File: config.mk
export PLATFORM = sky130hd
export DESIGN_NAME = bbac_job_fifo
export DESIGN_NICKNAME = d
export VERILOG_FILES = /design/src/hw/rtl/bbac_pkg.sv /design/src/hw/rtl/bbac_job_fifo.sv
export SDC_FILE = /design/constraint.sdc
export NUM_CORES = 1
export LEC_CHECK = 0
export BUFFER_PORTS_ARGS = -buffer_cell sky130_fd_sc_hd__buf_2
export CORE_MARGIN = 4
export CORE_UTILIZATION = 40
export DETAILED_ROUTE_END_ITERATION = 8
export HOLD_SLACK_MARGIN = 0.02
export PLACE_DENSITY = 0.66
export SYNTH_ARGS = -nofsm -noshare
export SYNTH_HDL_FRONTEND = slang
export SYNTH_SLANG_ARGS = --single-unit
File: constraint.sdc
create_clock -name i_clk -period 3 [get_ports i_clk]
set_input_delay 0.45 -clock i_clk [delete_from_list [all_inputs] [get_ports i_clk]]
set_output_delay 0.45 -clock i_clk [all_outputs]
set_load 0.005 [all_outputs]
File: src/hw/rtl/bbac_pkg.sv
// Shared types, constants and helpers of the black border autocrop block.
// Depends on nothing; every design module and interface imports it, the checker does not.
`default_nettype none

package bbac_pkg;

    localparam int PIX_W     = 8;
    localparam int CFG_W     = 10;
    localparam int THR_W     = 20;
    localparam int CROP_XY_W = 9;
    localparam int CROP_WH_W = 10;
    localparam int CFG_IDX_W = 2;
    localparam int JOB_DEPTH = 2;
    localparam int NUM_SIDES = 4;

    localparam logic [CFG_IDX_W-1:0] REG_FRAME_WIDTH  = 2'd0;
    localparam logic [CFG_IDX_W-1:0] REG_FRAME_HEIGHT = 2'd1;
    localparam logic [CFG_IDX_W-1:0] REG_THRESHOLD    = 2'd2;

    localparam logic [CFG_W-1:0] FRAME_WIDTH_RST  = 10'd512;
    localparam logic [CFG_W-1:0] FRAME_HEIGHT_RST = 10'd512;
    localparam logic [THR_W-1:0] THRESHOLD_RST    = 20'd1000;
    localparam logic [THR_W-1:0] PPM_SCALE        = 20'd1000000;

    typedef struct packed {
        logic [CFG_W-1:0] frame_width;
        logic [CFG_W-1:0] frame_height;
        logic [THR_W-1:0] threshold_ppm;
    } t_job;

    typedef enum logic [2:0] {
        BK_IDLE,
        BK_CHECK,
        BK_SCAN,
        BK_DRAIN,
        BK_UPDATE,
        BK_REPORT
    } t_back_state;

    typedef enum logic [1:0] {
        SIDE_TOP,
        SIDE_RIGHT,
        SIDE_BOTTOM,
        SIDE_LEFT
    } t_side;

    // Clamp a frame dimension to 1..max_v; the result never exceeds max_v, and a zero input gives 1.
    function automatic logic [CFG_W-1:0] sat_dim(input logic [CFG_W-1:0] v,
                                                 input int unsigned max_v);
        if (v == '0) begin
            return CFG_W'(1);
        end
        if (32'(v) > max_v) begin
            return CFG_W'(max_v);
        end
        return v;
    endfunction

endpackage

`default_nettype wire

File: src/hw/rtl/bbac_job_fifo.sv
// Short queue of search jobs between the pixel front end and the search engine.
// Depends on bbac_pkg for the job type and depth.
`default_nettype none

module bbac_job_fifo import bbac_pkg::*; (
    input  logic i_clk,
    input  logic i_rst_n,
    input  logic i_push,
    input  t_job i_data,
    output logic o_ready,
    output logic o_valid,
    output t_job o_data,
    input  logic i_pop
);

    localparam int PTR_W = $clog2(JOB_DEPTH);
    localparam int CNT_W = $clog2(JOB_DEPTH + 1);

    t_job             r_mem [JOB_DEPTH];
    logic [PTR_W-1:0] r_wp, n_wp;
    logic [PTR_W-1:0] r_rp, n_rp;
    logic [CNT_W-1:0] r_count, n_count;
    logic             do_push;
    logic             do_pop;

    assign o_ready = (r_count != CNT_W'(JOB_DEPTH));
    assign o_valid = (r_count != '0);
    assign o_data  = r_mem[r_rp];
    assign do_push = i_push && o_ready;
    assign do_pop  = i_pop && o_valid;

    always_comb begin
        n_wp    = r_wp;
        n_rp    = r_rp;
        n_count = r_count;
        if (do_push) begin
            n_wp = (r_wp == PTR_W'(JOB_DEPTH - 1)) ? '0 : r_wp + 1'b1;
        end
        if (do_pop) begin
            n_rp = (r_rp == PTR_W'(JOB_DEPTH - 1)) ? '0 : r_rp + 1'b1;
        end
        if (do_push && !do_pop) begin
            n_count = r_count + 1'b1;
        end else if (do_pop && !do_push) begin
            n_count = r_count - 1'b1;
        end
    end

    always_ff @(posedge i_clk) begin
        if (!i_rst_n) begin
            r_wp    <= '0;
            r_rp    <= '0;
            r_count <= '0;
        end else begin
            r_wp    <= n_wp;
            r_rp    <= n_rp;
            r_count <= n_count;
        end
    end

    always_ff @(posedge i_clk) begin
        if (do_push) begin
            r_mem[r_wp] <= i_data;
        end
    end

endmodule

`default_nettype wire

==> summary.txt <==
Clock network
  – Clock Sink Count: 85
  – CTS Root Cell: clkbuf_8
  – H-tree depth: 3
  – CTS tree: done
  – Cts bufs inserted: 9
  – Post-CTS Resized: 0
  – Hold_buf cts: 0
  – Reg clk slew, reported paths: 0.08 ns
  – Post-CTS Setup Inserts: 0
  – Maximum clock path buffer count: 2
  – Skew-Pair Late Insertion Delay: 0.33 ns

Die
  – I/O Pins: 86
  – Die Ht: 96.3 um
  – Core box area: 0.00741 mm2
  – Die Footprint: 0.00927 mm2
  – Row cnt: 31
  – Die width: 96.3 um
  – Initial Util: 42.1%

STA
  – Worst-margin pin slew: 0.610 ns
  – Fin. Hold Viols: 0
  – Worst clock skew: 0.00727 ns
  – Min Tclk post-route: 2.26 ns
  – Setup WS post-layout: 0.741 ns
  – RSZ-0062 raised after global routing: false
  – Fin. max-slew vios: 0
  – Worst rel slew slack: 59.3%
  – Endpoints failing setup: 0
  – Final Cycle Share: 75.3%
  – Fmax: 443 MHz
  – Setup TNS: 0 ns

Synth
  – Post-synthesis cell area: 0.00312 mm2
  – Synth warn: 0
  – #FFs+latches synth: 85
  – Share of the yosys chip area belonging to registers: 80.3%
  – Syn Area/Cell: 21.1 um2
  – Netlist cell types: 19
  – Synth area leaders: edfxtp_1 77%, mux2_2 14%, dfxtp_1 3.2%, and2_1 0.80%, buf_2 0.64%
  – Mapped Cells: 148
  – Top-area cell type share of the netlist area: 77.1%
  – Largest area contributor in the netlist: edfxtp_1
  – Net Count, Synth: 193

Setup path
  – CP max stage cell: dfxtp_2
  – Data required, critical path: 2.55 ns
  – Cells along the critical path: buf_4 -> mux2_2 -> buf_2
  – Worst r2r path cells: 3
  – Reg2reg start: r_count[0]
  – Critical Path Max Stage Delay: 0.53 ns
  – Setup crit end kind: primary output
  – Critical Path Fanout Max: 27
  – Critical path class: register to primary output
  – Setup slack, reg-to-reg: 1.09 ns
  – Reg-to-reg endpoint: r_mem[1][26]
  – Critical path startpoint category: register
  – WP data arrival: 1.81 ns

Placed design
  – Routability cong.: 0.687
  – Final HPWL DP: 3640 um
  – Port bufs: 85
  – Pre-CTS setup slack: 1.07 ns

Min path
  – Hold Path End: r_mem[1][27]
  – WHS Path Cells: 1
  – Worst min path class: input pin to register
  – Hold_sp: i_data[27]

Power and ir drop
  – Max VDD drop: 0.000421 V
  – Leak Pwr: 1.43 nW
  – P per Cell Area: 763 mW/mm2

Finish
  – Multi-input logic area: 591 um2
  – Inserted Diodes: 0
  – Final Util: 51.9%
  – Reg area: 0.00250 mm2
  – Layout cells sized above 1: 58.9%
  – Final #Nets: 288
  – Area grow syn2layout: 23.3%
  – Fillers: 645

Detailed routing
  – Wire per inst: 15.4 um
  – Drt drc: 0
  – Via count: 1,617
  – Vias per inst: 4.66
  – Final wirelength: 5340 um
  – Iter 0 DRT Violations: 36
  – Drt pass-1 iters: 2
  – Detail Route Antenna Nets: 0

Outcome
  – Outcome: finished clean

GRT
  – First-pass GRT wire length: 7910 um
  – Initial antenna violation count: 0
  – Tot GR Track Use: 11.8%
  – Largest net degree at the start of global routing: 28
  – Vias in the first global route: 1,643
  – Grt ovf: 0

Job
  – Max Cap Violations: 0
-- sequential cells by signal, indices dropped and copies added (netlist names), named ones only --
name and count:
r_count 2, r_mem 80, r_rp 1, r_wp 1
-- worst max path at each step --
stage | slack [ns] | cells past startpoint | to | start
final | 0.74 | 3 | o_data[16] | register
after global routing | 0.63 | 3 | o_data[28] | register
after CTS | 0.69 | 3 | o_data[16] | register
after detailed placement | 1.07 | 3 | o_data[16] | register
after global placement | 1.08 | 3 | o_data[28] | register
after floorplan | 1.03 | 2 | r_mem[1][0] | r_count[0]
-- power breakdown --
| part | total [mW] | leakage, nW | switching [mW] | internal, mW |
|---|---|---|---|---|
| sequential | 1.55 | 0.789 | 0.0703 | 1.48 |
| combinational | 0.709 | 0.562 | 0.319 | 0.390 |
| clock | 0.669 | 0.0764 | 0.370 | 0.299 |
-- worst max-delay path, delay by kind of cell, from the launching register on --
kind | cells | cell delay (ns)
buffers and inverters | 2 | 0.54
flip-flops | 1 | 0.53
multiplexers | 1 | 0.39
-- layout make-up --
cell class | instances | share of cell area (%)
sequential | 85 | 65.2
multi-input combinational | 58 | 15.4
timing repair buffer | 88 | 12.0
clock buffer | 12 | 3.52
tap | 99 | 3.22
clock inverter | 4 | 0.651
inverter | 1 | 0.0977
-- synth_stat cells --
master    number
or3_1          1
buf_2          4
nand3b_1       1
mux2_2        40
and3_1         1
nand2b_4       1
xnor2_1        2
dfxtp_1        5
xor2_1         1
a21boi_1       1
a21boi_0       1
and2_1         4
a21bo_2        1
inv_1          1
edfxtp_1      80
o21ai_0        1
or2_2          1
o21ai_1        1
ha_1           1
-- per-stage QoR --
step	std cells	hold WS [ns]	power (mW)	cell area, um2
global placement	331	0.534	2.30	3680
global route	347	0.272	3.11	3840
floorplan	148	0.512	2.00	3120
detailed placement	331	0.551	2.31	3680
CTS	347	0.278	2.99	3840
finish	347	0.300	2.93	3840
-- per-layer routing --
| metal | share of wire, % | vias up | track usage, % |
|---|---|---|---|
| met3 | 9.5 | 6 | 4.30 |
| met1 | 41 | 784 | 14.4 |
| met5 | 0 | - | 0 |
| met4 | 1.2 | 0 | 5.33 |
| li1 | - | 769 | - |
| met2 | 48 | 58 | 18.7 |
-- cell usage in the layout (no fill, tap or decap), drive strengths merged --
| master | synthesis | final |
|---|---|---|
| buf | 4 | 88 |
| o21ai | 2 | 2 |
| clkinvlp | 0 | 2 |
| nand2b | 1 | 1 |
| edfxtp | 80 | 80 |
| nand3b | 1 | 1 |
| and3 | 1 | 1 |
| and2 | 4 | 4 |
| clkinv | 0 | 2 |
| a21bo | 1 | 1 |
| clkbuf | 0 | 12 |
| xnor2 | 2 | 2 |
| or3 | 1 | 1 |
| ha | 1 | 1 |
| dfxtp | 5 | 5 |
| inv | 1 | 1 |
| mux2 | 40 | 40 |
| xor2 | 1 | 1 |
| a21boi | 2 | 2 |
| or2 | 1 | 1 |
-- logic make-up after synthesis --
group / after synthesis / synth area share (%)
multiplexers: 40 / 14.5
buffers and inverters: 5 / 0.763
XOR/XNOR: 3 / 0.844
AND/OR/NAND/NOR: 9 / 2.09
adder cells (fa/ha/maj): 1 / 0.402
flip-flops: 85 / 80.3
AO/OA/AOI/OAI: 5 / 1.12
No activity file was read; power rests on OpenSTA's default activity.
