### config.mk
export PLATFORM = sky130hd
export DESIGN_NAME = bbac_front_flat
export DESIGN_NICKNAME = d
export VERILOG_FILES = /design/src/hw/rtl/bbac_pkg.sv /design/src/hw/rtl/bbac_if.sv /design/src/hw/rtl/bbac_front.sv /design/src/flat_wrapper.sv
export SDC_FILE = /design/constraint.sdc
export NUM_CORES = 1
export LEC_CHECK = 0
export BUFFER_PORTS_ARGS = -buffer_cell sky130_fd_sc_hd__buf_4
export CAP_MARGIN = 15
export CORE_UTILIZATION = 43
export CTS_BUF_LIST = sky130_fd_sc_hd__clkbuf_8
export DETAILED_ROUTE_END_ITERATION = 10
export GPL_TIMING_DRIVEN = 0
export PLACE_DENSITY_LB_ADDON = 0.08
export RECOVER_POWER = 50
export SLEW_MARGIN = 25
export SYNTH_ARGS = -nofsm -noshare
export SYNTH_HDL_FRONTEND = slang
export SYNTH_SLANG_ARGS = --single-unit
### constraint.sdc
create_clock -name i_clk -period 5.5 [get_ports i_clk]
set_input_delay 0.825 -clock i_clk [delete_from_list [all_inputs] [get_ports i_clk]]
set_output_delay 0.825 -clock i_clk [all_outputs]
set_load 0.05 [all_outputs]
### src/hw/rtl/bbac_pkg.sv
// Shared types, constants and helpers of the black border autocrop block.
// Depends on nothing; every design module and interface imports it, the checker does not.
`default_nettype none

package bbac_pkg;

    localparam int PIX_W     = 8;
    localparam int CFG_W     = 10;
    localparam int THR_W     = 20;
    localparam int CROP_XY_W = 9;
    localparam int CROP_WH_W = 10;
    localparam int CFG_IDX_W = 2;
    localparam int JOB_DEPTH = 2;
    localparam int NUM_SIDES = 4;

    localparam logic [CFG_IDX_W-1:0] REG_FRAME_WIDTH  = 2'd0;
    localparam logic [CFG_IDX_W-1:0] REG_FRAME_HEIGHT = 2'd1;
    localparam logic [CFG_IDX_W-1:0] REG_THRESHOLD    = 2'd2;

    localparam logic [CFG_W-1:0] FRAME_WIDTH_RST  = 10'd512;
    localparam logic [CFG_W-1:0] FRAME_HEIGHT_RST = 10'd512;
    localparam logic [THR_W-1:0] THRESHOLD_RST    = 20'd1000;
    localparam logic [THR_W-1:0] PPM_SCALE        = 20'd1000000;

    typedef struct packed {
        logic [CFG_W-1:0] frame_width;
        logic [CFG_W-1:0] frame_height;
        logic [THR_W-1:0] threshold_ppm;
    } t_job;

    typedef enum logic [2:0] {
        BK_IDLE,
        BK_CHECK,
        BK_SCAN,
        BK_DRAIN,
        BK_UPDATE,
        BK_REPORT
    } t_back_state;

    typedef enum logic [1:0] {
        SIDE_TOP,
        SIDE_RIGHT,
        SIDE_BOTTOM,
        SIDE_LEFT
    } t_side;

    // Clamp a frame dimension to 1..max_v; the result never exceeds max_v, and a zero input gives 1.
    function automatic logic [CFG_W-1:0] sat_dim(input logic [CFG_W-1:0] v,
                                                 input int unsigned max_v);
        if (v == '0) begin
            return CFG_W'(1);
        end
        if (32'(v) > max_v) begin
            return CFG_W'(max_v);
        end
        return v;
    endfunction

endpackage

`default_nettype wire

### src/hw/rtl/bbac_if.sv
// Stream interfaces of the black border autocrop block: pixels in, crop result out.
// Depends on bbac_pkg for field widths.
`default_nettype none

interface bbac_pix_if import bbac_pkg::*; ();
    logic             valid;
    logic             ready;
    logic [PIX_W-1:0] pixel;
    logic             last_pixel;

    modport source (output valid, output pixel, output last_pixel, input ready);
    modport sink   (input valid, input pixel, input last_pixel, output ready);
endinterface


`default_nettype wire

### src/hw/rtl/bbac_front.sv
// Pixel front end: takes pixels, marks zero pixels into the map, queues a search job.
// Depends on bbac_pkg and bbac_if; feeds bbac_job_fifo and the map in bbac_back.
`default_nettype none

module bbac_front import bbac_pkg::*; #(
    parameter  int MAX_WIDTH  = 512,
    parameter  int MAX_HEIGHT = 512,
    localparam int AW         = $clog2(MAX_WIDTH * MAX_HEIGHT)
) (
    input  logic             i_clk,
    input  logic             i_rst_n,
    bbac_pix_if.sink         i_pix,
    input  logic [CFG_W-1:0] i_frame_width,
    input  logic [CFG_W-1:0] i_frame_height,
    input  logic [THR_W-1:0] i_threshold_ppm,
    output logic             o_job_valid,
    output t_job             o_job,
    input  logic             i_job_ready,
    output logic             o_wr_en,
    output logic [AW-1:0]    o_wr_addr,
    output logic             o_wr_zero,
    input  logic             i_done
);

    localparam int DIM_W = $clog2(((MAX_WIDTH > MAX_HEIGHT) ? MAX_WIDTH : MAX_HEIGHT) + 1);

    logic [DIM_W-1:0] fw;
    logic [DIM_W-1:0] fh;
    logic [DIM_W-1:0] r_col, n_col;
    logic [DIM_W-1:0] r_row, n_row;
    logic [AW-1:0]    r_waddr, n_waddr;
    logic             r_busy, n_busy;
    logic             accept;
    logic             in_frame;

    assign fw = DIM_W'(sat_dim(i_frame_width, MAX_WIDTH));
    assign fh = DIM_W'(sat_dim(i_frame_height, MAX_HEIGHT));

    // Hold off the next frame until the search over this map has finished.
    assign i_pix.ready = !r_busy && i_job_ready;
    assign accept      = i_pix.valid && i_pix.ready;
    assign in_frame    = (r_row < fh);

    assign o_wr_en     = accept && in_frame;
    assign o_wr_addr   = r_waddr;
    assign o_wr_zero   = (i_pix.pixel == '0);
    assign o_job_valid = accept && i_pix.last_pixel;
    assign o_job       = '{frame_width:   i_frame_width,
                           frame_height:  i_frame_height,
                           threshold_ppm: i_threshold_ppm};

    always_comb begin
        n_col   = r_col;
        n_row   = r_row;
        n_waddr = r_waddr;
        n_busy  = r_busy;
        if (accept) begin
            if (in_frame) begin
                n_waddr = r_waddr + 1'b1;
                if (r_col == fw - 1'b1) begin
                    n_col = '0;
                    n_row = r_row + 1'b1;
                end else begin
                    n_col = r_col + 1'b1;
                end
            end
            if (i_pix.last_pixel) begin
                n_col   = '0;
                n_row   = '0;
                n_waddr = '0;
                n_busy  = 1'b1;
            end
        end else if (i_done) begin
            n_busy = 1'b0;
        end
    end

    always_ff @(posedge i_clk) begin
        if (!i_rst_n) begin
            r_col   <= '0;
            r_row   <= '0;
            r_waddr <= '0;
            r_busy  <= 1'b0;
        end else begin
            r_col   <= n_col;
            r_row   <= n_row;
            r_waddr <= n_waddr;
            r_busy  <= n_busy;
        end
    end

endmodule

`default_nettype wire

### src/flat_wrapper.sv
// flat-port wrapper written by rule: the top's interface ports become plain ports
module bbac_front_flat import bbac_pkg::*;
#(
    parameter  int MAX_WIDTH  = 512,
    parameter  int MAX_HEIGHT = 512,
    localparam int AW         = $clog2(MAX_WIDTH * MAX_HEIGHT)
)
  (i_clk, i_rst_n, i_frame_width, i_frame_height, i_threshold_ppm, o_job_valid, o_job, i_job_ready, o_wr_en, o_wr_addr, o_wr_zero, i_done, i_pix_valid, i_pix_pixel, i_pix_last_pixel, i_pix_ready);
  bbac_pix_if i_pix_i ();
  input  logic i_clk;
  input  logic i_rst_n;
  input  logic [CFG_W-1:0] i_frame_width;
  input  logic [CFG_W-1:0] i_frame_height;
  input  logic [THR_W-1:0] i_threshold_ppm;
  output logic o_job_valid;
  output t_job o_job;
  input  logic i_job_ready;
  output logic o_wr_en;
  output logic [AW-1:0] o_wr_addr;
  output logic o_wr_zero;
  input  logic i_done;
  input wire logic [$bits(i_pix_i.valid)-1:0] i_pix_valid;
  input wire logic [$bits(i_pix_i.pixel)-1:0] i_pix_pixel;
  input wire logic [$bits(i_pix_i.last_pixel)-1:0] i_pix_last_pixel;
  output wire logic [$bits(i_pix_i.ready)-1:0] i_pix_ready;
  assign i_pix_i.valid = i_pix_valid;
  assign i_pix_i.pixel = i_pix_pixel;
  assign i_pix_i.last_pixel = i_pix_last_pixel;
  assign i_pix_ready = i_pix_i.ready;
  bbac_front #(.MAX_WIDTH(MAX_WIDTH), .MAX_HEIGHT(MAX_HEIGHT)) u_core (.i_clk(i_clk), .i_rst_n(i_rst_n), .i_pix(i_pix_i), .i_frame_width(i_frame_width), .i_frame_height(i_frame_height), .i_threshold_ppm(i_threshold_ppm), .o_job_valid(o_job_valid), .o_job(o_job), .i_job_ready(i_job_ready), .o_wr_en(o_wr_en), .o_wr_addr(o_wr_addr), .o_wr_zero(o_wr_zero), .i_done(i_done));
endmodule
==> results of run 1 <==
==> routing by layer <==
metal | GRT usage [%] | wire [um] | part of all wire, %
met1 | 28.21 | 3542 | 48
met4 | 6.163 | 91 | 1.2
met5 | 0 | 0 | 0
met3 | 4.818 | 492 | 6.7
met2 | 33.85 | 3196 | 44
==> per-stage QoR <==
step	hold WS (ns)	total power, mW	cell area, um^2	setup WS, ns
finish	0.4879	0.7767	3672	1.404
floorplan	0.4556	0.4347	2925	1.513
CTS	0.4993	0.7930	3856	1.417
detailed placement	0.4882	0.5026	3720	1.104
global placement	0.4756	0.5007	3720	1.124
global route	0.5270	0.8082	3672	1.050
==> layout by cell type, fill, tap and decap left out, types with 4 or more instances in the layout <==
| master | instances |
|---|---|
| nand4_1 | 20 |
| nor4_1 | 4 |
| or3_1 | 6 |
| or4_1 | 8 |
| xnor2_1 | 6 |
| nor2_1 | 35 |
| a21oi_1 | 13 |
| dfxtp_1 | 39 |
| inv_1 | 6 |
| and2_1 | 5 |
| ha_1 | 13 |
| nor3b_1 | 4 |
| nand2_1 | 24 |
| nand2b_1 | 4 |
| o21ai_0 | 7 |
| xor2_1 | 24 |
| o31ai_1 | 4 |
| o211ai_1 | 6 |
| and3_1 | 15 |
| nand3_1 | 15 |
| clkbuf_1 | 57 |
| buf_2 | 4 |
| buf_4 | 84 |
| clkbuf_8 | 5 |
==> synth_stat cells, types with 2 or more instances <==
cell / number / area (um^2)
a211oi_1: 3 / 22.52
nand2_1: 24 / 90.09
nor3b_1: 4 / 30.03
nor4_2: 3 / 37.54
clkbuf_1: 8 / 30.03
and3_1: 15 / 93.84
inv_1: 6 / 22.52
o21ai_2: 2 / 17.52
buf_4: 40 / 300.3
and2_1: 5 / 31.28
nand3_1: 15 / 75.07
dfxtp_1: 39 / 780.8
or3_1: 6 / 37.54
and4_1: 3 / 26.28
or2_2: 2 / 12.51
a21boi_0: 2 / 15.01
nand4b_1: 2 / 17.52
a21oi_1: 13 / 65.06
nor4_1: 4 / 25.02
xor2_1: 24 / 210.2
nor2_1: 35 / 131.4
nor2b_1: 3 / 18.77
o31ai_1: 4 / 30.03
nor3_1: 2 / 10.01
o21ai_0: 7 / 35.03
o21a_1: 3 / 22.52
ha_1: 13 / 162.7
nand2b_1: 4 / 25.02
nand4_1: 20 / 125.1
xnor2_1: 6 / 52.55
buf_2: 4 / 20.02
o2111ai_1: 2 / 17.52
or4_1: 8 / 60.06
o211ai_1: 6 / 45.04
==> logic make-up after synthesis <==
family                     count (synthesis)
AOI/OAI and AO/OA                         57
xor gates and xnor gates                  30
adders and majority gates                 13
buffers and inverters                     59
DFF                                       39
muxes                                      1
and+or+nand+nor                          162
==> state kept, by name (all words and copies together), names as in the netlist <==
name / flops
u_core.r_row: 10
u_core.o_wr_addr: 18
u_core.r_busy: 1
u_core.r_col: 10
==> worst paths after layout <==
path                          from               to  cells past startpoint
setup / recovery  i_frame_width[5]  u_core.r_col[3]                     14
hold / removal       u_core.r_busy    u_core.r_busy                      2
setup reg to reg   u_core.r_row[1]  u_core.r_row[9]                      8
hold reg to reg      u_core.r_busy    u_core.r_busy                      2
==> power by group through the flow <==
stage               clock, mW  combinational, mW  sequential (mW)
floorplan                   0              0.140            0.294
global placement            0              0.207            0.294
detailed placement          0              0.209            0.294
CTS                     0.297              0.209            0.287
global route            0.308              0.212            0.287
finish                  0.292              0.198            0.287
==> worst reg2reg max path: cells and delay by family, from the launching register on <==
kind / cells / cell delay, ns
adder cells (fa/ha/maj): 1 / 0.27
flip-flops: 1 / 0.40
AO/OA/AOI/OAI: 4 / 0.99
AND/OR/NAND/NOR: 3 / 1.05
==> cell type report <==
cell class | count | area (um^2)
Buffer | 52 | 350.3
Clock buffer | 5 | 68.82
Sequential cell | 39 | 780.7
Multi-Input combinational cell | 263 | 1768
Tap cell | 77 | 96.34
Clock inverter | 3 | 67.56
Timing Repair Buffer | 93 | 514.2
Fill cell | 660 | 2786
Inverter | 7 | 26.28
==> results.py, run 1 <==
metrics = {
    "outcome": {
        "outcome": "finished, violations left",
        "violations": "DRC",
    },
    "power_and_ir_drop": {
        "p_comb_share_pct": 25.5,
        "intPower_uw": 533.6,
        "switching_share_pct": 31.30,
        "switching_power_uw": 243.1,
        "peakVddDrop_uv": 164.5,
        "clkPwrFrac_pct": 37.6,
        "pwr-share-seq_pct": 36.9,
        "leakagePower_nw": 1.517,
        "powerDensity_mw_per_mm2": 211.5,
    },
    "yosys": {
        "synth-edff-count": 0,
        "yosysSeqAreaShare_pct": 26.69,
        "ys_warn_count": 0,
        "ys_seq_elements": 39,
        "synth_top_family_by_area": "simple AND/OR/NAND/NOR gates",
        "synth-xor-area-share_pct": 8.982,
        "netlist_instances": 361,
        "synthSimpleGateAreaFrac_pct": 31.65,
        "synth_mux_area_share_pct": 0.5133,
        "synth-async-reset-ratio_pct": 0,
        "yosys_most_used_dff": "dfxtp_1",
        "synth_cell_types": 58,
        "syn_nets": 428,
        "synth-compound-area-share_pct": 13.73,
        "syn-cell-area_mm2": 0.002925,
        "synthAdderAreaFrac_pct": 5.560,
        "avgSynthCellArea_um2": 8.103,
    },
    "placement": {
        "place_inst": 531,
        "gp_congestion": 0.8194,
        "io_buffers": 93,
        "dp_hpwl_mm": 5.564,
    },
    "die": {
        "die-height_um": 84.48,
        "io_pins": 116,
        "start_util_pct": 45.29,
        "rows": 29,
        "dieArea_mm2": 0.007137,
        "core_mm2": 0.006459,
        "die_w_um": 84.48,
    },
    "job": {
        "cap_violations": 0,
    },
    "clock_tree": {
        "cts_tree": "yes",
        "cts_sinks": 39,
        "clk_pin_slew_worst_paths_ns": 0.09,
        "cts_buffers": 5,
        "hold_buffers": 0,
        "htreeDepth": 2,
        "cts_buffer_depth": 2,
        "ctsRootBufferMaster": "clkbuf_8",
        "clock_latency_ns": 0.30,
        "cts_resized": 0,
        "post_cts_buffers": 0,
    },
    "setup_path": {
        "crit_top_cell": "buf_2",
        "slowest_stage": "o311ai_0",
        "endpoint_kind": "register",
        "critical_path_class": "input port to register",
        "r2r_setup_slack_ns": 2.71,
        "crit_required_ns": 5.68,
        "cp-start-kind": "input port",
        "worstPathBufferInverterCount": 3,
        "worstPathCellList": "buf_4 -> nor4_2 -> a21oi_1 -> or2_2 -> ha_1 -> buf_2 -> nor3b_1 -> o311ai_0 -> xor2_1 -> nor4b_4 -> a31oi_1 -> buf_2 -> o21ai_2 -> nor2_1",
        "worst_path_largest_cell_delay_ns": 0.44,
        "cp_top_family": "simple AND/OR/NAND/NOR gates",
        "worstPathMaxFanout": 10,
        "crit_arrival_ns": 4.28,
    },
    "routing": {
        "wirelength_mm": 7.323,
        "via_count": 2907,
        "drc": 13,
        "drt-wirelength-per-cell_um": 13.59,
        "via_per_inst": 5.393,
        "drtAntennaViolNets": 0,
        "first_pass_iters": 7,
        "first_iter_violations": 138,
    },
    "global_route": {
        "grt_usage_pct": 21.05,
        "grt_pass1_wl_mm": 12.41,
        "grt.overflow.total": 0,
        "grt_pass1_vias": 2654,
        "antenna_found_initial": 0,
        "grt_max_degree": 14,
    },
    "timing": {
        "fin_tns_setup_ns": 0,
        "hold_viol": 0,
        "fin_crit_ns": 4.096,
        "slew_headroom_pct": 57.08,
        "rsz0062_at_grt": "no",
        "maxSlewViolCount": 0,
        "tightest_slew_ns": 0.6438,
        "fin_skew_ns": 0.008475,
        "max_freq_mhz": 244.2,
        "finalSetupViolations": 0,
        "finalCritPeriodShare_pct": 74.46,
    },
    "layout": {
        "diodes": 0,
        "nets": 528,
        "instances_no_fill": 539,
        "area_growth_pct": 25.53,
        "drive_gt1_share_pct": 23.59,
        "fin_util_pct": 56.86,
    },
    "min_path": {
        "hold_class": "register to register",
    },
}
Note: power is estimated with default switching activity, not from simulation.
==> inputs of run 2 (changes only) <==
Clock period 5.5 ns to 3.4 ns, I/O delays scaled along.
==> run 2 against run 1 <==
Net effect:
- the run still ends with DRC left
- utilization grew 0.87 points
- flip-flop and latch count is the same
- critical path depth is the same
- worst setup slack lost 1.3 ns
- routed wire length grew 2.5%
- first-iteration DRC count shrank 25%
- register-to-register slack lost 2.0 ns
- die area is the same
- via count grew 2.5%
- sequential power grew 62%
- non-clock buffer count grew 6
- largest power group is now registers
==> results.py, run 2 (same netlist as run 1, synthesis figures left out) <==
metrics = {
    "layout": {
        "mostFrequentLayoutCells": "buf_4 (90), clkbuf_1 (56), dfxtp_1 (39)",
        "largest_register_ffs": 18,
        "nets": 534,
        "drive_gt1_share_pct": 25.27,
        "area_growth_pct": 27.46,
        "final_area_mm2": 0.003729,
        "layout_commonest_cell": "buf_4",
        "diodes": 0,
    },
    "clock_tree": {
        "ctsRootBufferMaster": "clkbuf_8",
        "cts_tree": "yes",
        "htreeDepth": 2,
        "clock_latency_ns": 0.29,
        "cts_buffer_depth": 2,
        "hold_buffers": 0,
        "clk_pin_slew_worst_paths_ns": 0.07,
        "cts_buffers": 5,
        "cts_sinks": 39,
    },
    "timing": {
        "rsz0062_at_grt": "no",
        "max_freq_mhz": 305.7,
        "layout_setup_ws_ns": 0.1287,
        "hold_viol": 0,
        "slew_headroom_pct": 56.01,
        "fin_skew_ns": 0.007815,
        "tightest_slew_ns": 0.6598,
        "fin_crit_ns": 3.271,
        "maxSlewViolCount": 0,
        "finalSetupViolations": 0,
        "finalCritPeriodShare_pct": 96.22,
    },
    "outcome": {
        "violations": "DRC",
        "outcome": "finished, violations left",
    },
    "die": {
        "io_pins": 116,
        "dieArea_mm2": 0.007137,
        "start_util_pct": 45.29,
        "core_mm2": 0.006459,
        "die_w_um": 84.48,
        "die-height_um": 84.48,
        "rows": 29,
    },
    "routing": {
        "drc": 13,
        "via_count": 2980,
        "drtAntennaViolNets": 0,
        "first_iter_violations": 104,
        "via_per_inst": 5.478,
        "first_pass_iters": 8,
        "wirelength_mm": 7.503,
        "drt-wirelength-per-cell_um": 13.79,
    },
    "setup_path": {
        "cp-start-kind": "input port",
        "worstPathCellList": "buf_4 -> nor4_4 -> a21oi_1 -> or2_2 -> ha_2 -> buf_6 -> nor3b_1 -> o311ai_1 -> xor2_1 -> nor4b_4 -> a31oi_4 -> buf_6 -> or3_1 -> a21oi_1",
        "worstPathMaxFanout": 10,
        "worst_path_largest_cell_delay_ns": 0.39,
        "cp-startpoint": "i_frame_width[5]",
        "critical_path_class": "input port to register",
        "endpoint_kind": "register",
        "slowest_stage": "nor4b_4",
        "crit_required_ns": 3.62,
        "r2r_start": "u_core.r_row[1]",
        "crit_arrival_ns": 3.49,
    },
    "global_route": {
        "antenna_found_initial": 0,
        "grt_max_degree": 12,
        "grt_pass1_vias": 2775,
        "grt.overflow.total": 0,
        "grt_pass1_wl_mm": 12.50,
        "grt_usage_pct": 21.28,
    },
    "placement": {
        "pre_cts_ws_ns": -0.6984,
        "io_buffers": 93,
        "gp_congestion": 0.8327,
        "placedInstanceArea_mm2": 0.003724,
        "dp_hpwl_mm": 5.741,
    },
    "min_path": {
        "hold_class": "register to register",
        "hold_start": "u_core.r_busy",
    },
    "power_and_ir_drop": {
        "leakagePower_nw": 1.546,
        "power.total_mw": 1.118,
        "peakVddDrop_uv": 202.1,
        "powerDensity_mw_per_mm2": 299.8,
    },
    "job": {
        "cap_violations": 0,
    },
}
-- run 2: cell count changes in the layout (fill, tap and decap cells not counted), sizes merged --
cell / before / now
clkinvlp: 1 / 0
buf: 88 / 95
bufinv: 2 / 0
clkinv: 1 / 2
-- run 2: through the flow --
step,hold WS [ns],cells,TNS [ns],util [%]
2_1_floorplan,0.4556,361,0,-
3_3_place_gp,0.4783,531,-10.30,57.65
3_5_place_dp,0.4845,531,-10.94,57.65
4_1_cts,0.4941,541,0,60.11
5_1_grt,0.5031,544,0,57.73
6_report,0.5040,544,0,57.73
-- run 2: final cells by class --
type,count,area [um^2]
fill,634,2730
multi-input combinational,263,1814
sequential,39,780.7
timing repair buffer,99,560.5
buffer,52,362.8
tap,77,96.34
clock buffer,6,82.58
inverter,7,26.28
clock inverter,1,5.005
-- run 2: worst max-delay path: cells and delay by family --
kind	cells	cell delay, ns
AND/OR/NAND/NOR	5	1.42
XOR/XNOR	1	0.16
buffers and inverters	3	0.45
adder cells (fa/ha/maj)	1	0.20
AO/OA/AOI/OAI	4	0.75
-- run 2: path summary, 6_finish.rpt --
path	endpoint	cells past startpoint	slack [ns]
hold / removal	u_core.r_busy	2	0.50
setup / recovery	u_core.r_row[5]	14	0.13
setup reg to reg	u_core.r_row[9]	8	0.72
hold reg to reg	u_core.r_busy	2	0.50
-- run 2: metal layers --
layer / share of wire [%] / global-route usage [%]
met1: 46 / 27.78
met4: 1.3 / 6.317
met5: 0 / 0
met3: 8.7 / 5.310
met2: 44 / 34.74
-- run 2: power by group --
group	leakage [nW]	internal [mW]	switching (mW)
registers	0.314	0.460	0.00416
clock network	0.0470	0.159	0.164
logic	1.18	0.115	0.215
total	1.55	0.735	0.383
-- run 2: timing repair --
action / CTS / global route
buffers inserted: 3 / 2
pin swaps: 6 / 10
cloned: 0 / 1
gates resized for setup: 9 / 2
setup endpoints to repair: 16 / 17
==> inputs of run 3 (changes only) <==
--- a/config.mk
+++ b/config.mk
@@ -9,3 +9,3 @@
 export CAP_MARGIN = 15
-export CORE_UTILIZATION = 43
+export CORE_UTILIZATION = 46
 export CTS_BUF_LIST = sky130_fd_sc_hd__clkbuf_8
==> constraint.sdc (replaced) <==
create_clock -name i_clk -period 3.4 [get_ports i_clk]
set_input_delay 0.68 -clock i_clk [delete_from_list [all_inputs] [get_ports i_clk]]
set_output_delay 0.68 -clock i_clk [all_outputs]
set_load 0.05 [all_outputs]
==> run 3 against run 2 <==
Net effect:
- the run now ends clean
- first-iteration DRC count decreased by 0.96%
- critical path type unchanged
- clock skew shrank 0.0016 ns
- critical endpoint is now u_core.r_row[8]
- hold slack worse by 0.011 ns
- maximum frequency down 2.7%
==> results.py, run 3 (same netlist as run 1, synthesis figures left out) <==
metrics = {
    "placement": {
        "placedInstanceArea_mm2": 0.003765,
        "gp_congestion": 0.8605,
        "io_buffers": 93,
        "pre_cts_ws_ns": -0.5815,
        "place_inst": 529,
        "dp_hpwl_mm": 5.587,
    },
    "min_path": {
        "hold_class": "register to register",
        "hold_start": "u_core.r_row[9]",
    },
    "timing": {
        "hold_slack_ns": 0.4931,
        "hold_viol": 0,
        "fin_skew_ns": 0.006254,
        "fin_tns_setup_ns": 0,
        "rsz0062_at_grt": "yes",
        "finalCritPeriodShare_pct": 98.87,
        "layout_setup_ws_ns": 0.03846,
        "slew_headroom_pct": 53.30,
        "max_freq_mhz": 297.5,
        "fin_crit_ns": 3.362,
        "maxSlewViolCount": 0,
        "finalSetupViolations": 0,
        "tightest_slew_ns": 0.6979,
    },
    "setup_path": {
        "endpoint_kind": "register",
        "worst_path_largest_cell_delay_ns": 0.53,
        "crit_arrival_ns": 3.58,
        "worstPathBufferInverterCount": 2,
        "critical_path_class": "input port to register",
        "cp-start-kind": "input port",
        "crit_top_cell": "a21oi_1",
        "slowest_stage": "or4_1",
        "crit_required_ns": 3.62,
        "cp-startpoint": "i_frame_width[8]",
        "worstPathCellList": "buf_12 -> nor4_4 -> a21oi_1 -> or2_4 -> ha_4 -> buf_8 -> nor3b_4 -> o311ai_2 -> xor2_1 -> nor4b_4 -> a31oi_4 -> or4_1 -> a21oi_1",
        "worstPathMaxFanout": 5,
        "r2r_start": "u_core.r_row[5]",
        "cp_top_family": "simple AND/OR/NAND/NOR gates",
    },
    "layout": {
        "layout_commonest_cell": "buf_4",
        "largest_register_ffs": 18,
        "nets": 538,
        "diodes": 0,
        "mostFrequentLayoutCells": "buf_4 (92), clkbuf_1 (54), dfxtp_1 (39)",
        "area_growth_pct": 31.27,
        "fin_util_pct": 63.73,
        "fillers": 581,
        "instances_no_fill": 547,
        "drive_gt1_share_pct": 27.75,
        "final_area_mm2": 0.003840,
    },
    "clock_tree": {
        "cts_buffers": 5,
        "cts_buffer_depth": 2,
        "cts_sinks": 39,
        "clock_latency_ns": 0.29,
        "clk_pin_slew_worst_paths_ns": 0.07,
        "cts_tree": "yes",
        "hold_buffers": 0,
        "htreeDepth": 2,
        "ctsRootBufferMaster": "clkbuf_8",
    },
    "power_and_ir_drop": {
        "powerDensity_mw_per_mm2": 292.0,
        "peakVddDrop_uv": 198.5,
        "power.total_mw": 1.121,
        "leakagePower_nw": 1.591,
    },
    "global_route": {
        "grt.overflow.total": 0,
        "grt_max_degree": 13,
        "grt_usage_pct": 22.60,
        "antenna_found_initial": 0,
        "grt_pass1_wl_mm": 11.93,
        "grt_pass1_vias": 2679,
    },
    "routing": {
        "routed-wl-met3_um": 638,
        "wirelength_mm": 7.625,
        "top_layer": "met4",
        "drc": 0,
        "drt-wirelength-per-cell_um": 13.94,
        "via_count": 3074,
        "via_per_inst": 5.620,
        "wl_met2_mm": 3.590,
        "wl_met1_mm": 3.320,
        "drtAntennaViolNets": 0,
        "first_pass_iters": 4,
        "first_iter_violations": 103,
    },
    "die": {
        "core_mm2": 0.006026,
        "io_pins": 116,
        "start_util_pct": 48.55,
        "die-height_um": 81.75,
        "die_w_um": 81.75,
        "dieArea_mm2": 0.006682,
        "rows": 28,
    },
    "outcome": {
        "outcome": "complete, no violations",
    },
    "job": {
        "cap_violations": 0,
    },
}
==> run 3: cell types whose count changed in the layout (fill, tap and decap cells not counted), sizes merged <==
| cell | before | now |
|---|---|---|
| clkbuf | 62 | 59 |
| buf | 95 | 101 |
| clkinvlp | 0 | 1 |
| inv | 6 | 7 |
==> run 3: worst register-to-register path: cells and delay by family (launching register included) <==
kind            cells  cell delay [ns]
flops               1             0.38
compound gates      1             0.30
fa+ha+maj           1             0.34
buf+inv             1             0.32
simple gates        5             1.03
xor+xnor            1             0.17
==> run 3: layer usage <==
metal | global-route usage, % | vias to the layer above
li1 | - | 1492
met1 | 28.28 | 1454
met2 | 39.01 | 119
met3 | 4.444 | 9
met4 | 6.316 | 0
met5 | 0 | -
==> run 3: timing repair <==
| item | CTS | global route |
|---|---|---|
| gates resized for setup | 3 | 16 |
| buffers inserted | 3 | 6 |
| setup endpoints to repair | 16 | 17 |
| pin swaps | 6 | 20 |
| cloned | 0 | 1 |
| hold endpoints to repair | 0 | 0 |
==> run 3: worst paths after layout <==
| kind | endpoint | cells after the start | slack, ns |
|---|---|---|---|
| worst max register to register | u_core.o_wr_addr[6] | 9 | 0.74 |
| worst min-delay path | u_core.r_row[9] | 2 | 0.49 |
| worst max-delay path | u_core.r_row[8] | 13 | 0.04 |
| worst min register to register | u_core.r_row[9] | 2 | 0.49 |
==> run 3: final cells by class <==
class	count	area, um^2	area share (%)
Buffer	52	366.6	9.547
Clock buffer	5	68.82	1.792
Clock inverter	3	16.27	0.4236
Inverter	7	26.28	0.6843
Multi-Input combinational cell	263	1866	48.58
Sequential cell	39	780.7	20.33
Tap cell	75	93.84	2.444
Timing Repair Buffer	103	621.8	16.19
==> run 3: report_power, final <==
| part | switching (mW) | leakage [nW] | internal [mW] |
|---|---|---|---|
| Combinational | 0.219 | 1.23 | 0.128 |
| Sequential | 0.00431 | 0.314 | 0.460 |
| Clock | 0.170 | 0.0453 | 0.141 |
